==> src/stl_pkg.sv <==
// Shared types and constants for the shell token lexer.
// Item structs, result bundle, character and code constants.
// No dependencies.
`default_nettype none

package stl_pkg;

    localparam logic [7:0] CH_SPACE = 8'h20;
    localparam logic [7:0] CH_TAB   = 8'h09;
    localparam logic [7:0] CH_NL    = 8'h0a;
    localparam logic [7:0] CH_SEMI  = 8'h3b;
    localparam logic [7:0] CH_AMP   = 8'h26;
    localparam logic [7:0] CH_PIPE  = 8'h7c;
    localparam logic [7:0] CH_LT    = 8'h3c;
    localparam logic [7:0] CH_GT    = 8'h3e;
    localparam logic [7:0] CH_TWO   = 8'h32;
    localparam logic [7:0] CH_DQ    = 8'h22;
    localparam logic [7:0] CH_SQ    = 8'h27;

    localparam logic [3:0] KIND_WORD       = 4'd0;
    localparam logic [3:0] KIND_SEP        = 4'd1;
    localparam logic [3:0] KIND_IN         = 4'd2;
    localparam logic [3:0] KIND_OUT        = 4'd3;
    localparam logic [3:0] KIND_APPEND     = 4'd4;
    localparam logic [3:0] KIND_ERR_OUT    = 4'd5;
    localparam logic [3:0] KIND_ERR_APPEND = 4'd6;
    localparam logic [3:0] KIND_DQUOTE     = 4'd7;
    localparam logic [3:0] KIND_SQUOTE     = 4'd8;

    localparam logic [1:0] ERR_NONE   = 2'd0;
    localparam logic [1:0] ERR_SEP    = 2'd1;
    localparam logic [1:0] ERR_REDIR  = 2'd2;
    localparam logic [1:0] ERR_QUOTE  = 2'd3;

    localparam int MAX_RES = 4;

    typedef struct packed {
        logic [7:0] in_byte;
        logic       line_end;
    } in_item_t;

    typedef struct packed {
        logic [7:0] out_byte;
        logic       has_byte;
        logic [3:0] token_kind;
        logic       token_end;
        logic [1:0] error_code;
        logic       run_last;
    } out_item_t;

    // Results caused by one input item, in order; cnt is 0..4.
    typedef struct packed {
        logic [2:0]                  cnt;
        out_item_t [MAX_RES-1:0]     r;
    } bundle_t;

    typedef struct packed {
        logic full;
        logic empty;
    } q_stat_t;

endpackage

`default_nettype wire

==> src/stl_front.sv <==
// Front end of the shell token lexer: lexer state and classification.
// Turns each accepted byte into a bundle of up to four results.
// Depends on stl_pkg.
`default_nettype none

module stl_front (
    input  wire logic             aclk,
    input  wire logic             aresetn,
    input  wire logic             accept,
    input  stl_pkg::in_item_t     item,
    output stl_pkg::bundle_t      bundle,
    output logic                  push
);
    import stl_pkg::*;

    typedef enum logic [2:0] {
        MODE_IDLE,
        MODE_WORD,
        MODE_TWO,
        MODE_OP,
        MODE_QUOTE,
        MODE_DROP
    } mode_t;

    typedef struct packed {
        mode_t           mode;
        logic [2:0][7:0] opc;
        logic [2:0]      oplen;
        logic            qc;
        logic [7:0]      hb;
        logic            hv;
    } lex_t;

    typedef struct packed {
        lex_t    st;
        bundle_t b;
        logic    ok;
    } step_t;

    lex_t lex_reg;
    lex_t lex_next;

    function automatic logic is_ws(logic [7:0] c);
        return c == CH_SPACE || c == CH_TAB || c == CH_NL;
    endfunction

    function automatic logic is_sepc(logic [7:0] c);
        return c == CH_SEMI || c == CH_AMP || c == CH_PIPE;
    endfunction

    function automatic logic is_redc(logic [7:0] c);
        return c == CH_LT || c == CH_GT;
    endfunction

    function automatic logic is_opc(logic [7:0] c);
        return c == CH_TWO || is_sepc(c) || is_redc(c);
    endfunction

    function automatic logic is_stop_c(logic [7:0] c);
        return is_ws(c) || is_sepc(c) || is_redc(c);
    endfunction

    function automatic bundle_t put(bundle_t b, logic [7:0] byt, logic has,
                                    logic [3:0] kind, logic endt, logic [1:0] err);
        out_item_t r;
        r.out_byte   = byt;
        r.has_byte   = has;
        r.token_kind = kind;
        r.token_end  = endt;
        r.error_code = err;
        r.run_last   = 1'b0;
        if (b.cnt < 3'd4) begin
            b.r[b.cnt[1:0]] = r;
            b.cnt = b.cnt + 3'd1;
        end
        return b;
    endfunction

    function automatic lex_t start_tok(lex_t s, logic [7:0] c);
        if (is_ws(c)) begin
            s.mode = MODE_IDLE;
        end else if (c == CH_DQ || c == CH_SQ) begin
            s.mode = MODE_QUOTE;
            s.qc   = (c == CH_SQ);
            s.hv   = 1'b0;
        end else if (c == CH_TWO) begin
            s.mode = MODE_TWO;
        end else if (is_opc(c)) begin
            s.mode   = MODE_OP;
            s.opc[0] = c;
            s.oplen  = 3'd1;
        end else begin
            s.mode = MODE_WORD;
            s.hb   = c;
        end
        return s;
    endfunction

    function automatic step_t word_feed(step_t x, logic [7:0] c);
        if (is_stop_c(c)) begin
            x.b  = put(x.b, x.st.hb, 1'b1, KIND_WORD, 1'b1, ERR_NONE);
            x.st = start_tok(x.st, c);
        end else begin
            x.b     = put(x.b, x.st.hb, 1'b1, KIND_WORD, 1'b0, ERR_NONE);
            x.st.hb = c;
        end
        return x;
    endfunction

    // Judge the finished run; emit its bytes or an error item.
    function automatic step_t resolve(step_t x);
        logic [7:0] a;
        logic [7:0] b;
        logic [7:0] c;
        logic [2:0] len;
        logic [3:0] kind;
        logic [1:0] err;
        a    = x.st.opc[0];
        b    = x.st.opc[1];
        c    = x.st.opc[2];
        len  = x.st.oplen;
        kind = KIND_WORD;
        err  = ERR_NONE;
        if (is_sepc(a)) begin
            if (len == 3'd1 && (a == CH_SEMI || a == CH_PIPE)) kind = KIND_SEP;
            else if (len == 3'd2 && a == CH_AMP && b == CH_AMP) kind = KIND_SEP;
            else err = ERR_SEP;
        end else begin
            if (len == 3'd1 && a == CH_LT) kind = KIND_IN;
            else if (len == 3'd2 && a == CH_LT && b == CH_LT) kind = KIND_IN;
            else if (len == 3'd1 && a == CH_GT) kind = KIND_OUT;
            else if (len == 3'd2 && a == CH_GT && b == CH_GT) kind = KIND_APPEND;
            else if (len == 3'd2 && a == CH_TWO && b == CH_GT) kind = KIND_ERR_OUT;
            else if (len == 3'd3 && a == CH_TWO && b == CH_GT && c == CH_GT)
                kind = KIND_ERR_APPEND;
            else err = ERR_REDIR;
        end
        x.st.oplen = 3'd0;
        if (err != ERR_NONE) begin
            x.b       = put(x.b, 8'd0, 1'b0, KIND_WORD, 1'b1, err);
            x.st.mode = MODE_DROP;
            x.ok      = 1'b0;
        end else begin
            for (int i = 0; i < 3; i++) begin
                if (3'(i) < len)
                    x.b = put(x.b, x.st.opc[i], 1'b1, kind, 3'(i + 1) == len, ERR_NONE);
            end
            x.st.mode = MODE_IDLE;
            x.ok      = 1'b1;
        end
        return x;
    endfunction

    step_t      x;
    logic [7:0] ch;
    logic [3:0] qk;

    always_comb begin
        ch     = item.in_byte;
        qk     = lex_reg.qc ? KIND_SQUOTE : KIND_DQUOTE;
        x.st   = lex_reg;
        x.b    = '0;
        x.ok   = 1'b0;
        unique case (lex_reg.mode)
            MODE_WORD: begin
                x = word_feed(x, ch);
            end
            MODE_TWO: begin
                if (is_redc(ch)) begin
                    x.st.mode   = MODE_OP;
                    x.st.opc[0] = CH_TWO;
                    x.st.opc[1] = ch;
                    x.st.oplen  = 3'd2;
                end else begin
                    x.st.mode = MODE_WORD;
                    x.st.hb   = CH_TWO;
                    x = word_feed(x, ch);
                end
            end
            MODE_OP: begin
                if (is_opc(ch)) begin
                    if (lex_reg.oplen < 3'd3) x.st.opc[lex_reg.oplen[1:0]] = ch;
                    if (lex_reg.oplen < 3'd4) x.st.oplen = lex_reg.oplen + 3'd1;
                end else begin
                    x = resolve(x);
                    if (x.ok) x.st = start_tok(x.st, ch);
                end
            end
            MODE_QUOTE: begin
                if (ch == (lex_reg.qc ? CH_SQ : CH_DQ)) begin
                    if (lex_reg.hv)
                        x.b = put(x.b, lex_reg.hb, 1'b1, qk, 1'b1, ERR_NONE);
                    else
                        x.b = put(x.b, 8'd0, 1'b0, qk, 1'b1, ERR_NONE);
                    x.st.hv   = 1'b0;
                    x.st.mode = MODE_IDLE;
                end else begin
                    if (lex_reg.hv)
                        x.b = put(x.b, lex_reg.hb, 1'b1, qk, 1'b0, ERR_NONE);
                    x.st.hb = ch;
                    x.st.hv = 1'b1;
                end
            end
            MODE_DROP: begin
            end
            default: begin
                x.st = start_tok(x.st, ch);
            end
        endcase

        // Flush any pending token at end of line.
        if (item.line_end) begin
            case (x.st.mode)
                MODE_WORD:  x.b = put(x.b, x.st.hb, 1'b1, KIND_WORD, 1'b1, ERR_NONE);
                MODE_TWO:   x.b = put(x.b, CH_TWO, 1'b1, KIND_WORD, 1'b1, ERR_NONE);
                MODE_OP:    x = resolve(x);
                MODE_QUOTE: x.b = put(x.b, 8'd0, 1'b0, KIND_WORD, 1'b1, ERR_QUOTE);
                default:    ;
            endcase
            x.st.mode  = MODE_IDLE;
            x.st.oplen = 3'd0;
            x.st.hv    = 1'b0;
        end

        lex_next = x.st;
        bundle   = x.b;
        push     = accept && (x.b.cnt != 3'd0);
    end

    always_ff @(posedge aclk) begin
        if (!aresetn) begin
            lex_reg.mode  <= MODE_IDLE;
            lex_reg.oplen <= 3'd0;
            lex_reg.qc    <= 1'b0;
            lex_reg.hv    <= 1'b0;
            lex_reg.hb    <= 8'd0;
            lex_reg.opc   <= '0;
        end else if (accept) begin
            lex_reg <= lex_next;
        end
    end

endmodule

`default_nettype wire

==> src/stl_fifo.sv <==
// Bundle queue between the lexer front end and the result serializer.
// Register-based circular buffer with occupancy count.
// Depends on stl_pkg.
`default_nettype none

module stl_fifo #(
    parameter int DEPTH = 4
) (
    input  wire logic             aclk,
    input  wire logic             aresetn,
    input  wire logic             push,
    input  stl_pkg::bundle_t      wr_data,
    input  wire logic             pop,
    output stl_pkg::bundle_t      head,
    output stl_pkg::q_stat_t      stat
);
    import stl_pkg::*;

    localparam int PW = (DEPTH > 1) ? $clog2(DEPTH) : 1;
    localparam int CW = $clog2(DEPTH + 1);

    bundle_t         buf_reg [DEPTH];
    logic [PW-1:0]   wr_ptr_reg;
    logic [PW-1:0]   wr_ptr_next;
    logic [PW-1:0]   rd_ptr_reg;
    logic [PW-1:0]   rd_ptr_next;
    logic [CW-1:0]   cnt_reg;
    logic [CW-1:0]   cnt_next;

    always_comb begin
        wr_ptr_next = (wr_ptr_reg == PW'(DEPTH - 1)) ? '0 : wr_ptr_reg + PW'(1);
        rd_ptr_next = (rd_ptr_reg == PW'(DEPTH - 1)) ? '0 : rd_ptr_reg + PW'(1);
        cnt_next    = cnt_reg;
        if (push && !pop) cnt_next = cnt_reg + CW'(1);
        else if (pop && !push) cnt_next = cnt_reg - CW'(1);
        stat.full  = (cnt_reg == CW'(DEPTH));
        stat.empty = (cnt_reg == '0);
        head       = buf_reg[rd_ptr_reg];
    end

    always_ff @(posedge aclk) begin
        if (push) buf_reg[wr_ptr_reg] <= wr_data;
    end

    always_ff @(posedge aclk) begin
        if (!aresetn) begin
            wr_ptr_reg <= '0;
            rd_ptr_reg <= '0;
            cnt_reg    <= '0;
        end else begin
            if (push) wr_ptr_reg <= wr_ptr_next;
            if (pop)  rd_ptr_reg <= rd_ptr_next;
            cnt_reg <= cnt_next;
        end
    end

endmodule

`default_nettype wire

==> src/stl_back.sv <==
// Back end of the shell token lexer: unpacks queued bundles.
// Drives one result item per cycle from an output register while m_ready is high.
// Depends on stl_pkg.
`default_nettype none

module stl_back (
    input  wire logic             aclk,
    input  wire logic             aresetn,
    input  stl_pkg::bundle_t      head,
    input  stl_pkg::q_stat_t      stat,
    output logic                  pop,
    output logic                  m_valid,
    input  wire logic             m_ready,
    output stl_pkg::out_item_t    m_item
);
    import stl_pkg::*;

    logic [1:0] idx_reg;
    logic       valid_reg;
    out_item_t  item_reg;
    out_item_t  item_load;
    logic       load;
    logic       last;

    always_comb begin
        load = !valid_reg || m_ready;
        last = ({1'b0, idx_reg} + 3'd1) == head.cnt;
        pop  = load && !stat.empty && last;
        item_load          = head.r[idx_reg];
        item_load.run_last = last;
    end

    always_ff @(posedge aclk) begin
        if (!aresetn) begin
            idx_reg   <= 2'd0;
            valid_reg <= 1'b0;
        end else if (load) begin
            valid_reg <= !stat.empty;
            if (!stat.empty) idx_reg <= last ? 2'd0 : idx_reg + 2'd1;
        end
    end

    always_ff @(posedge aclk) begin
        if (load && !stat.empty) begin
            item_reg <= item_load;
        end
    end

    assign m_valid = valid_reg;
    assign m_item  = item_reg;

endmodule

`default_nettype wire

==> src/shell_token_lexer.sv <==
// Shell token lexer, top level.
// Takes a command line one byte per item and streams out shell tokens.
// Input channel s_: one byte and a line_end flag per item.
// Result channel m_: one token byte (or error code) per item, tagged with
// kind, token_end and run_last (last result caused by one input item).
// Each input item causes zero to four results. The front end classifies
// the byte in the cycle it is accepted and writes its results as one
// bundle into a queue of DEPTH bundles; the back end sends them out one
// per cycle through an output register while m_ready is high.
// The first result of an item passes through the queue and then the
// output register before it is valid on m_.
// Throughput: one input item per cycle while the queue has room; the
// result side moves one item per cycle while m_ready is high, so an
// item's results leave one by one; the queue absorbs short bursts.
// When the receiver stalls, results hold on m_ and the queue fills; once
// it is full s_ready drops until a bundle leaves.
// Reset (aresetn low, synchronous) empties the queue, clears the output
// valid flag and returns the lexer to idle between tokens.
// Depends on stl_pkg, stl_front, stl_fifo, stl_back.
`default_nettype none

module shell_token_lexer #(
    parameter int DEPTH = 4
) (
    input  wire logic             aclk,
    input  wire logic             aresetn,
    input  wire logic             s_valid,
    output logic                  s_ready,
    input  stl_pkg::in_item_t     s_item,
    output logic                  m_valid,
    input  wire logic             m_ready,
    output stl_pkg::out_item_t    m_item
);
    import stl_pkg::*;

    bundle_t bundle;
    bundle_t head;
    q_stat_t stat;
    logic    push;
    logic    pop;
    logic    accept;

    assign s_ready = !stat.full;
    assign accept  = s_valid && s_ready;

    stl_front u_front (
        .aclk    (aclk),
        .aresetn (aresetn),
        .accept  (accept),
        .item    (s_item),
        .bundle  (bundle),
        .push    (push)
    );

    stl_fifo #(
        .DEPTH (DEPTH)
    ) u_fifo (
        .aclk    (aclk),
        .aresetn (aresetn),
        .push    (push),
        .wr_data (bundle),
        .pop     (pop),
        .head    (head),
        .stat    (stat)
    );

    stl_back u_back (
        .aclk    (aclk),
        .aresetn (aresetn),
        .head    (head),
        .stat    (stat),
        .pop     (pop),
        .m_valid (m_valid),
        .m_ready (m_ready),
        .m_item  (m_item)
    );

endmodule

`default_nettype wire

==> config.mk <==
export PLATFORM = sky130hd
export DESIGN_NAME = shell_token_lexer
export DESIGN_NICKNAME = d
export VERILOG_FILES = /design/src/stl_pkg.sv /design/src/stl_front.sv /design/src/stl_fifo.sv /design/src/stl_back.sv /design/src/shell_token_lexer.sv
export SDC_FILE = /design/constraint.sdc
export NUM_CORES = 1
export LEC_CHECK = 0
export BUFFER_PORTS_ARGS = -buffer_cell sky130_fd_sc_hd__clkbuf_2
export CAP_MARGIN = 20
export CORE_MARGIN = 1
export CORE_UTILIZATION = 45
export DETAILED_ROUTE_END_ITERATION = 8
export PLACE_DENSITY = 0.69
export SLEW_MARGIN = 20
export SYNTH_ARGS = -nofsm -noshare
export SYNTH_HDL_FRONTEND = slang
export SYNTH_SLANG_ARGS = --single-unit
==> constraint.sdc <==
create_clock -name aclk -period 10.1 [get_ports aclk]
set_clock_uncertainty 0.1 [all_clocks]
set_input_delay 1.515 -clock aclk [delete_from_list [all_inputs] [get_ports aclk]]
set_output_delay 1.515 -clock aclk [all_outputs]
set_load 0.02 [all_outputs]
; ---- After elaboration in Yosys (flattened, before gate mapping)
; Memories as Yosys holds them, arrays and structs flattened. A register that Yosys moved wholly into a read port is not among the register bits.
; Cells that the tools add are included.
[classes]
n_mux = 166
n_reduce_logical = 69
n_eq_ne = 57
n_addsub = 12
magnitude_cmp = 26
bitwise_logic = 7
[op_table]
columns = op, n
row1 = $mux W71, 26
row2 = $pmux W71 S4, 2
row3 = $bwmux W68, 7
row4 = $mux W72, 5
row5 = $eq A8 B6 Y1 const B, 26
row6 = $demux W17 S2, 5
row7 = $mux W82, 2
row8 = $mux W69, 2
row9 = $mux W17, 7
row10 = $mux W112, 1
row11 = $pmux W28 S4, 1
row12 = $mux W21, 5
row13 = $mux W8, 13
row14 = $mux W4, 21
row15 = $mux W31, 2
row16 = $and A56 B56 Y56, 1
row17 = $not A56 Y56, 1
row18 = $mux W2, 27
row19 = $and A48 B48 Y48, 1
row20 = $not A48 Y48, 1
row21 = $mux W3, 15
row22 = $pmux W9 S5, 1
row23 = $logic_and A1 B1 Y1, 40
row24 = $mux W40, 1
row25 = other kinds (41), 124
[totals]
mem_count = 1
out_inout_bits = 19
inputBits = 13
reg_bits = 67
ramBits = 284
[memory_table]
columns = name, words, word_bits, read_ports, rd_clocked_by_memory_dff, wr, line
row1 = u_fifo.buf_reg, 4, 71, 1, 1, 1, stl_fifo.sv:22  ; bundle_t buf_reg [DEPTH];

; ---- Logic depth before layout (Yosys ltp)
; Gate-level depths: netlist of run 1.
[logic_depth]
depth_word = 85
depth_mapped = 30
depth_no_buf = 27

; ---- Hierarchy
; Synthesis of run 1 repeated with hierarchy kept, for this count alone.
[unflattened]
hier_cells = 1619
area_unflattened_um2 = 19264.7
[modules_own_cells]
columns = module, cells_per_inst, n_inst, area_each_um2, seq_area_each_um2
row1 = stl_fifo, 415, 1, 10779.1, 8708.4
row2 = stl_front, 1144, 1, 7343.3, 800.8
row3 = stl_back, 58, 1, 1132.3, 570.5
row4 = shell_token_lexer, 2, 1, 10.0, 0.0

; ---- Worst setup path after synthesis of run 1
; OpenSTA, ideal clock, no wires.
[synth_path]
kind = input to register
start = input port s_item[1] (netlist bit)
end = memory u_fifo.buf_reg[0][10] (netlist bit) (enable)
required_ps = 9571
cell_stages = 21
path_slack_ps = 2581
arrival_ps = 6990
cell_sequence = buf_2 -> buf_1 -> or2_2 -> mux2_2 -> nor2_1 -> o21ai_0 -> a21oi_1 -> or3_1 -> clkbuf_1 -> inv_1 -> ha_1 -> nand2_1 -> nand2_1 -> ha_1 -> a221o_1 -> ha_1 -> mux2_2 -> mux2_4 -> a31oi_2 -> a41oi_4 -> and2_1
[synth_via]
elab_chain_len = 36
[synth_rtl]
columns = item, line
row1 = start: declaration, shell_token_lexer.sv:29  ; input stl_pkg::in_item_t s_item,
row2 = $eq A8 B6 Y1, stl_front.sv:48  ; return c == CH_SEMI || c == CH_AMP || c == CH_PIPE;
row3 = $logic_or A1 B1 Y1 (2 in series), stl_front.sv:48
row4 = $logic_or A1 B1 Y1 (2 in series), stl_front.sv:56  ; return c == CH_TWO || is_sepc(c) || is_redc(c);
row5 = $mux W11, stl_front.sv:88  ; end else if (is_opc(c)) begin
row6 = $mux W11, stl_front.sv:86  ; end else if (c == CH_TWO) begin
row7 = $mux W11, stl_front.sv:82  ; end else if (c == CH_DQ || c == CH_SQ) begin
row8 = $mux W21, stl_front.sv:80  ; if (is_ws(c)) begin
row9 = $mux W21, stl_front.sv:100  ; if (is_stop_c(c)) begin
row10 = [19 not listed], --
row11 = $mux W72, stl_front.sv:139  ; if (err != ERR_NONE) begin
row12 = $pmux W71 S4, stl_front.sv:213  ; case (x.st.mode)
row13 = $mux W112 *, stl_front.sv:212  ; if (item.line_end) begin
row14 = $reduce_bool A3 Y1 *, stl_front.sv:227  ; push = accept && (x.b.cnt != 3'd0);
row15 = $logic_and A1 B1 Y1 *, stl_front.sv:227
row16 = net push, shell_token_lexer.sv:39  ; logic push;
row17 = $mux W1 *, stl_fifo.sv:42  ; if (push) buf_reg[wr_ptr_reg] <= wr_data;
row18 = $mux W1 (not written as such) *, stl_fifo.sv:42
row19 = end: declaration, stl_fifo.sv:22
; The timed path passes the listed nets; every way through them passes the cells marked *. The select of a mux whose other input is x is not followed.

; ---- Worst setup path in the final report of run 1
[layout_path]
start = input port s_item[7] (netlist bit)
end = register u_fifo.cnt_reg[2]
[layout_via]
elab_chain_len = 37
[layout_rtl]
columns = item, line
row1 = $eq A8 B6 Y1, stl_front.sv:48
row2 = $logic_or A1 B1 Y1 (2 in series), stl_front.sv:48
row3 = $logic_or A1 B1 Y1 (2 in series), stl_front.sv:56
row4 = $mux W11, stl_front.sv:88
row5 = $mux W11, stl_front.sv:86
row6 = $mux W11, stl_front.sv:82
row7 = $mux W21, stl_front.sv:80
row8 = $mux W21, stl_front.sv:100
row9 = [20 not listed], --
row10 = $pmux W71 S4, stl_front.sv:213
row11 = $mux W112 *, stl_front.sv:212
row12 = $reduce_bool A3 Y1 *, stl_front.sv:227
row13 = $logic_and A1 B1 Y1 *, stl_front.sv:227
row14 = net push, shell_token_lexer.sv:39
row15 = $logic_not A1 Y1, stl_fifo.sv:35  ; else if (pop && !push) cnt_next = cnt_reg - CW'(1);
row16 = $logic_and A1 B1 Y1, stl_fifo.sv:35
row17 = $reduce_bool A2 Y1 (no source line), --
row18 = end signal: assignment, stl_fifo.sv:53  ; cnt_reg <= cnt_next;
row19 = end: declaration, stl_fifo.sv:27  ; logic [CW-1:0] cnt_reg;
; Marked as above.
; A chain may end at the register's enable or synchronous reset.

==> results.cfg, run 1 <==
[cts]
post_cts_resized = 0
tritoncts = done
clock_tree.buffer_depth = 3
cts_hold_buf = 0
clk_latency_ns = 0.55
clkSlewWorstSetupHoldPaths_ns = 0.06
cts-htree-levels = 2
clock_buffer_count_from_cts = 35
cts.root.buffer_cell = sky130_fd_sc_hd__clkbuf_16
cts.sinks = 325
post-cts-setup-buffer-count = 0

[synthesis]
avgSynthCellArea_um2 = 11.8
post_synth_instance_area_um2 = 17700
synth_cell_type_count = 108
syn-num-nets = 1543
postSynth.asyncResetShare = 0
ys_ff_latch = 325
synth_edf_count = 273
ys.flop_type = sky130_fd_sc_hd__edfxtp_1
synth-seq-area-share = 0.521
yosysWarnings = 0
syn-instance-count = 1505

[sta]
timing.final.ws_setup_ns = 2.27
report.final.hold_viol_count = 0
final.hold.worst_slack_ns = 0.385
slew_headroom = 0.236
fin_tns_setup_ns = 0
rsz0062_at_grt = no
setup_violations = 0
max_clock_freq_ghz = 0.128
transition_time_at_the_pin_with_the_least_slew_margin_ns = 1.14
drv_slew = 0
period_needed_ns = 7.83
final.period_utilization = 0.775

[finish]
largest_register_ffs = 256
design.final.nets = 1528
finalInstanceArea_um2 = 19500
most-common-layout-cells = 273 x sky130_fd_sc_hd__edfxtp_1, 163 x sky130_fd_sc_hd__nand2_1, 95 x sky130_fd_sc_hd__nor2_1, 79 x sky130_fd_sc_hd__mux4_2, 73 x sky130_fd_sc_hd__o21ai_0
syn_to_layout_area_delta_pct = 9.69
antenna_cells = 0
final_common_cell = sky130_fd_sc_hd__edfxtp_1
drive_above_1_share = 0.156

[critical_path]
slowest_stage = sky130_fd_sc_hd__or3b_1
worstReg2RegStart = u_front.lex_reg[10]$_SDFFE_PN0P_
worst_ep_required_time_ns = 10.46
worst_setup_path_class = primary input to flop
crit_path_max_incr_delay_ns = 0.56
start_kind = primary input
cell_by_cell_listing_of_the_critical_path = clkbuf_2 > or3b_1 > nor3_1 > nor2_1 > nand2_1 > or3_1 > clkinv_1 > ha_1 > a21oi_1 > a21oi_1 > xor2_1 > ha_1 > a21oi_1 > nor2_1 > o21a_1 > nand3_1 > a41oi_4 > ha_1 > inv_1 > fa_1 > xor2_1 > or3_1 > a21boi_0
timing.critical_path.to_type = flop
timing.critical_path.from = s_item[7]
worstPathMaxFanout = 13
timing.critical_path.arrival_ns = 8.19

[floorplan]
boundary_pins = 32
initial_utilization = 0.458
dieWidth_um = 201
floorplan.core_area_um2 = 38700
fp-row-count = 72
fp.dieH_um = 201
area_of_the_die_um2 = 40200

[global_routing]
grt_first_pass_wirelength_mm = 80.8
antenna_found_initial = 0
number_of_global_route_vias_before_repair = 12852
grt-ovfl-total = 0
grt.total_usage = 0.266
largest_net_degree_at_the_start_of_global_routing = 65

[place]
place.port_buffers = 31
dpl.hpwl_mm = 37.1
gp_congestion = 1.11
place_worst_setup_slack_ns = 1.98
detailed_place.area_um2 = 18400

[routing]
drt_iter0_markers = 1715
drc_violations = 0
wirelength_mm = 53.9
vias = 13453
drt-vias-per-instance = 6.62
route.antenna.remaining_nets = 0
drt_pre_antenna_iters = 8
routed_wire_length_per_instance_um = 26.5

[power]
total_power_mw = 3.83
cellLeakagePower_nw = 6.54
power_density_nw_per_um2 = 197
ir_drop_mv = 0.133

[min_path]
worst_hold_path_type = flop to flop
hold_path.startpoint = u_back.m_valid$_SDFFE_PN0N_

[outcome]
status = complete, no violations

[job]
maxCapViolations = 0
[report_power, final]
group          internal, mW  total, mW  switching, mW
Sequential             1.63       1.73          0.105
Clock                 0.724       1.25          0.521
Combinational         0.350      0.859          0.509
Total                  2.70       3.83           1.14
[final timing paths]
kind | endpoint | slack, ns | cells past startpoint
max reg2reg | u_fifo.cnt_reg[2]$_SDFFE_PN0P_ | 2.66 | 25
max | u_fifo.cnt_reg[2]$_SDFFE_PN0P_ | 2.27 | 23
min | u_back.m_valid$_SDFFE_PN0N_ | 0.38 | 2
min reg2reg | u_back.m_valid$_SDFFE_PN0N_ | 0.38 | 2
[area by class of cell]
cell class                      count  area, µm²
Clock inverter                     12        123
Sequential cell                   325       9240
Fill cell                        3388      19300
Clock buffer                       50        972
Timing Repair Buffer               57        400
Inverter                           30        113
Multi-Input combinational cell   1041       7950
Tap cell                          518        648
[cell families after synthesis]
logic type      Yosys count  synth area share
mux                      99             0.112
compound gates          423             0.173
xor+xnor                 12           0.00593
fa+ha+maj                25            0.0181
simple gates            482             0.138
flops                   325             0.521
buf+inv                 139            0.0318
[critical path, delay by kind of cell]
kind,cells,cell delay [ns]
buffers and inverters,3,0.81
adder cells (fa/ha/maj),4,1.32
AO/OA/AOI/OAI,6,1.56
XOR/XNOR,2,0.48
AND/OR/NAND/NOR,8,2.49
[routing by layer]
layer | part of all wire | GRT usage | routed length, µm
met5 | 0 | 0 | 0
met4 | 0.049 | 0.130 | 2640
met3 | 0.092 | 0.0485 | 4960
met2 | 0.45 | 0.412 | 24400
met1 | 0.41 | 0.361 | 21900
[stage by stage]
step | cells | utilization
2_1_floorplan | 1505 | -
6_report | 2033 | 0.502
3_5_place_dp | 1971 | 0.474
3_3_place_gp | 1971 | 0.474
4_1_cts | 2033 | 0.502
5_1_grt | 2033 | 0.502
[Yosys cell counts, types with 11 or more instances]
master	instances	area (µm²)
sky130_fd_sc_hd__nand3_1	48	240
sky130_fd_sc_hd__a32oi_1	12	105
sky130_fd_sc_hd__and3_1	16	100
sky130_fd_sc_hd__a21o_1	11	82.6
sky130_fd_sc_hd__nor2b_1	18	113
sky130_fd_sc_hd__a22oi_1	28	210
sky130_fd_sc_hd__clkbuf_1	82	308
sky130_fd_sc_hd__o21ai_0	74	370
sky130_fd_sc_hd__nand2_1	163	612
sky130_fd_sc_hd__edfxtp_1	273	8200
sky130_fd_sc_hd__mux4_2	79	1780
sky130_fd_sc_hd__o21ai_1	18	90.1
sky130_fd_sc_hd__nor3_1	25	125
sky130_fd_sc_hd__dfxtp_1	52	1040
sky130_fd_sc_hd__buf_2	13	65.1
sky130_fd_sc_hd__a21oi_1	72	360
sky130_fd_sc_hd__nor2_1	95	357
sky130_fd_sc_hd__mux2i_1	17	170
sky130_fd_sc_hd__inv_1	27	101
sky130_fd_sc_hd__ha_1	24	300
sky130_fd_sc_hd__o22ai_1	24	150
sky130_fd_sc_hd__o211ai_1	22	165
sky130_fd_sc_hd__o211a_1	23	230
sky130_fd_sc_hd__nand2b_1	11	68.8
sky130_fd_sc_hd__and2_1	25	156
No activity file was read; power rests on OpenSTA's default activity.
==> inputs of run 2 (changes only) <==
- clock period: 10.1 -> 7.6 ns (I/O delays scaled with it)
==> results.cfg, run 2 (synthesis gave the netlist of run 1 again) <==
[outcome]
status = complete, no violations

[power]
ir_drop_mv = 0.167
switching_power_mw = 1.51
cellLeakagePower_nw = 6.67
power_density_nw_per_um2 = 260
comb_power_share = 0.225
clock_power_share = 0.324
swShare = 0.296
pwr-share-seq = 0.450
cellInternalPower_mw = 3.60

[routing]
drc_violations = 0
drt-vias-per-instance = 6.59
dr_wl_met2_mm = 23.3
drt_iter0_markers = 1907
wirelength_mm = 54.0
routed_wire_length_per_instance_um = 26.2
dr.max_layer_used = met4
detailroute.wirelength.met3_mm = 6.21
route.antenna.remaining_nets = 0
vias = 13560
drt_pre_antenna_iters = 6
wl_met1_mm = 21.7

[job]
maxCapViolations = 0

[critical_path]
slowest_stage = sky130_fd_sc_hd__or4bb_1
worst_ep_required_time_ns = 7.97
worstReg2RegStart = u_front.lex_reg[23]$_SDFFE_PN0P_
timing.critical_path.arrival_ns = 7.23
start_kind = flop
worstRegToRegCells = 24
most_prevalent_standard_cell_on_the_critical_path = sky130_fd_sc_hd__ha_1
reg2reg_slack_ns = 0.74
timing.critical_path.to_type = flop
cell_by_cell_listing_of_the_critical_path = or4bb_1 > nor4_1 > nand3_1 > nand4_1 > and2_0 > a21oi_1 > or3_1 > inv_1 > ha_1 > nand2_1 > nand2_1 > ha_1 > a221o_1 > ha_1 > mux2_2 > mux2_4 > a31oi_2 > a41oi_4 > ha_1 > inv_1 > fa_1 > xor2_1 > or3_1 > a21boi_0
worstReg2RegEnd = u_fifo.cnt_reg[2]$_SDFFE_PN0P_
crit_path_max_incr_delay_ns = 0.60
worstPathMaxFanout = 6
worst_setup_path_class = flop to flop

[sta]
report.final.hold_viol_count = 0
rsz0062_at_grt = no
final.period_utilization = 0.902
max_clock_freq_ghz = 0.146
period_needed_ns = 6.86
fin_tns_setup_ns = 0
transition_time_at_the_pin_with_the_least_slew_margin_ns = 1.11
drv_slew = 0
slew_headroom = 0.255
setup_violations = 0

[cts]
clock_tree.buffer_depth = 3
clkSlewWorstSetupHoldPaths_ns = 0.06
clock_buffer_count_from_cts = 36
clk_latency_ns = 0.56
cts.root.buffer_cell = sky130_fd_sc_hd__clkbuf_16
cts_hold_buf = 0
tritoncts = done
post-cts-setup-buffer-count = 0
cts-htree-levels = 2
cts.sinks = 325
post_cts_resized = 0

[min_path]
worst_hold_path_type = flop to flop
hold_path.startpoint = u_front.lex_reg[28]$_SDFFE_PN0P_
hold_path_cells = 2
worstHoldEndpoint = u_front.lex_reg[28]$_SDFFE_PN0P_

[global_routing]
largest_net_degree_at_the_start_of_global_routing = 65
grt-ovfl-total = 0
grt.total_usage = 0.269
number_of_global_route_vias_before_repair = 13206
grt_first_pass_wirelength_mm = 82.6
antenna_found_initial = 0

[floorplan]
fp.dieH_um = 201
area_of_the_die_um2 = 40200
boundary_pins = 32
initial_utilization = 0.458
fp-row-count = 72
floorplan.core_area_um2 = 38700
dieWidth_um = 201

[finish]
post-route-util = 0.508
final.fill_count = 3440
syn_to_layout_area_delta_pct = 10.9
largest_register_ffs = 256
most-common-layout-cells = 273 x sky130_fd_sc_hd__edfxtp_1, 163 x sky130_fd_sc_hd__nand2_1, 95 x sky130_fd_sc_hd__nor2_1, 79 x sky130_fd_sc_hd__mux4_2, 74 x sky130_fd_sc_hd__o21ai_0
final_common_cell = sky130_fd_sc_hd__edfxtp_1
drive_above_1_share = 0.171
design.final.nets = 1554
antenna_cells = 0

[place]
gp_congestion = 1.08
dpl.hpwl_mm = 37.3
place.port_buffers = 31
-- run 2: cell count changes in the layout (fill, tap and decap cells not counted), moves of 2 or more --
cell,before,now
sky130_fd_sc_hd__clkbuf_16,35,37
sky130_fd_sc_hd__buf_4,22,46
sky130_fd_sc_hd__clkbuf_8,4,0
sky130_fd_sc_hd__clkinv_1,5,7
sky130_fd_sc_hd__clkbuf_1,11,8
sky130_fd_sc_hd__inv_6,1,4
-- run 2: cell type report --
class	count	area, µm²	share of cell area
clock buffer	45	956	0.0486
clock inverter	17	149	0.00757
inverter	30	113	0.00573
multi-input combinational	1041	7960	0.405
sequential	325	9240	0.470
tap	518	648	0.0330
timing repair buffer	82	601	0.0305
-- run 2: worst max path at each step --
| stage | startpoint | to | slack (ns) | cells past startpoint |
|---|---|---|---|---|
| final | u_front.lex_reg[23]$_SDFFE_PN0P_ | u_fifo.cnt_reg[2]$_SDFFE_PN0P_ | 0.74 | 24 |
| after global routing | u_front.lex_reg[23]$_SDFFE_PN0P_ | u_fifo.cnt_reg[2]$_SDFFE_PN0P_ | 0.33 | 24 |
| after CTS | u_front.lex_reg[10]$_SDFFE_PN0P_ | u_fifo.cnt_reg[2]$_SDFFE_PN0P_ | 0.85 | 26 |
| after detailed placement | s_item[2] | u_fifo.cnt_reg[2]$_SDFFE_PN0P_ | 0.58 | 21 |
| after global placement | s_item[7] | u_fifo.cnt_reg[2]$_SDFFE_PN0P_ | 0.69 | 24 |
| after floorplan | s_item[1] | u_fifo.buf_reg[1][10]$_DFFE_PP_ | 0.46 | 21 |
-- run 2: power groups by stage --
| stage | logic (mW) | registers, mW | clock network, mW |
|---|---|---|---|
| floorplan | 0.768 | 2.33 | 0 |
| global placement | 1.13 | 2.32 | 0 |
| detailed placement | 1.14 | 2.33 | 0 |
| CTS | 1.14 | 2.29 | 1.69 |
| global route | 1.23 | 2.32 | 1.75 |
| finish | 1.15 | 2.30 | 1.65 |
-- run 2: metal layers --
layer / vias up / track usage
li1: 5918 / -
met1: 6534 / 0.372
met2: 902 / 0.399
met3: 206 / 0.0713
met4: 0 / 0.120
met5: - / 0
-- run 2: critical path, delay by kind of cell (launching register included) --
kind | cells | cell delay, ns
DFF | 1 | 0.41
AOI/OAI and AO/OA | 5 | 1.12
xor gates and xnor gates | 1 | 0.17
muxes | 2 | 0.30
buffers and inverters | 2 | 0.20
adders and majority gates | 5 | 1.58
and+or+nand+nor | 9 | 2.89
-- run 2: metrics by stage --
| step | cells | total power, mW | worst slack (ns) | area [µm²] | hold WS [ns] |
|---|---|---|---|---|---|
| after floorplan | 1505 | 3.09 | 0.456 | 17700 | 0.321 |
| after global placement | 1996 | 3.45 | 0.690 | 18600 | 0.346 |
| after detailed placement | 1996 | 3.47 | 0.582 | 18600 | 0.354 |
| after CTS | 2058 | 5.13 | 0.845 | 19700 | 0.364 |
| after global routing | 2058 | 5.30 | 0.335 | 19700 | 0.407 |
| final | 2058 | 5.11 | 0.742 | 19700 | 0.364 |
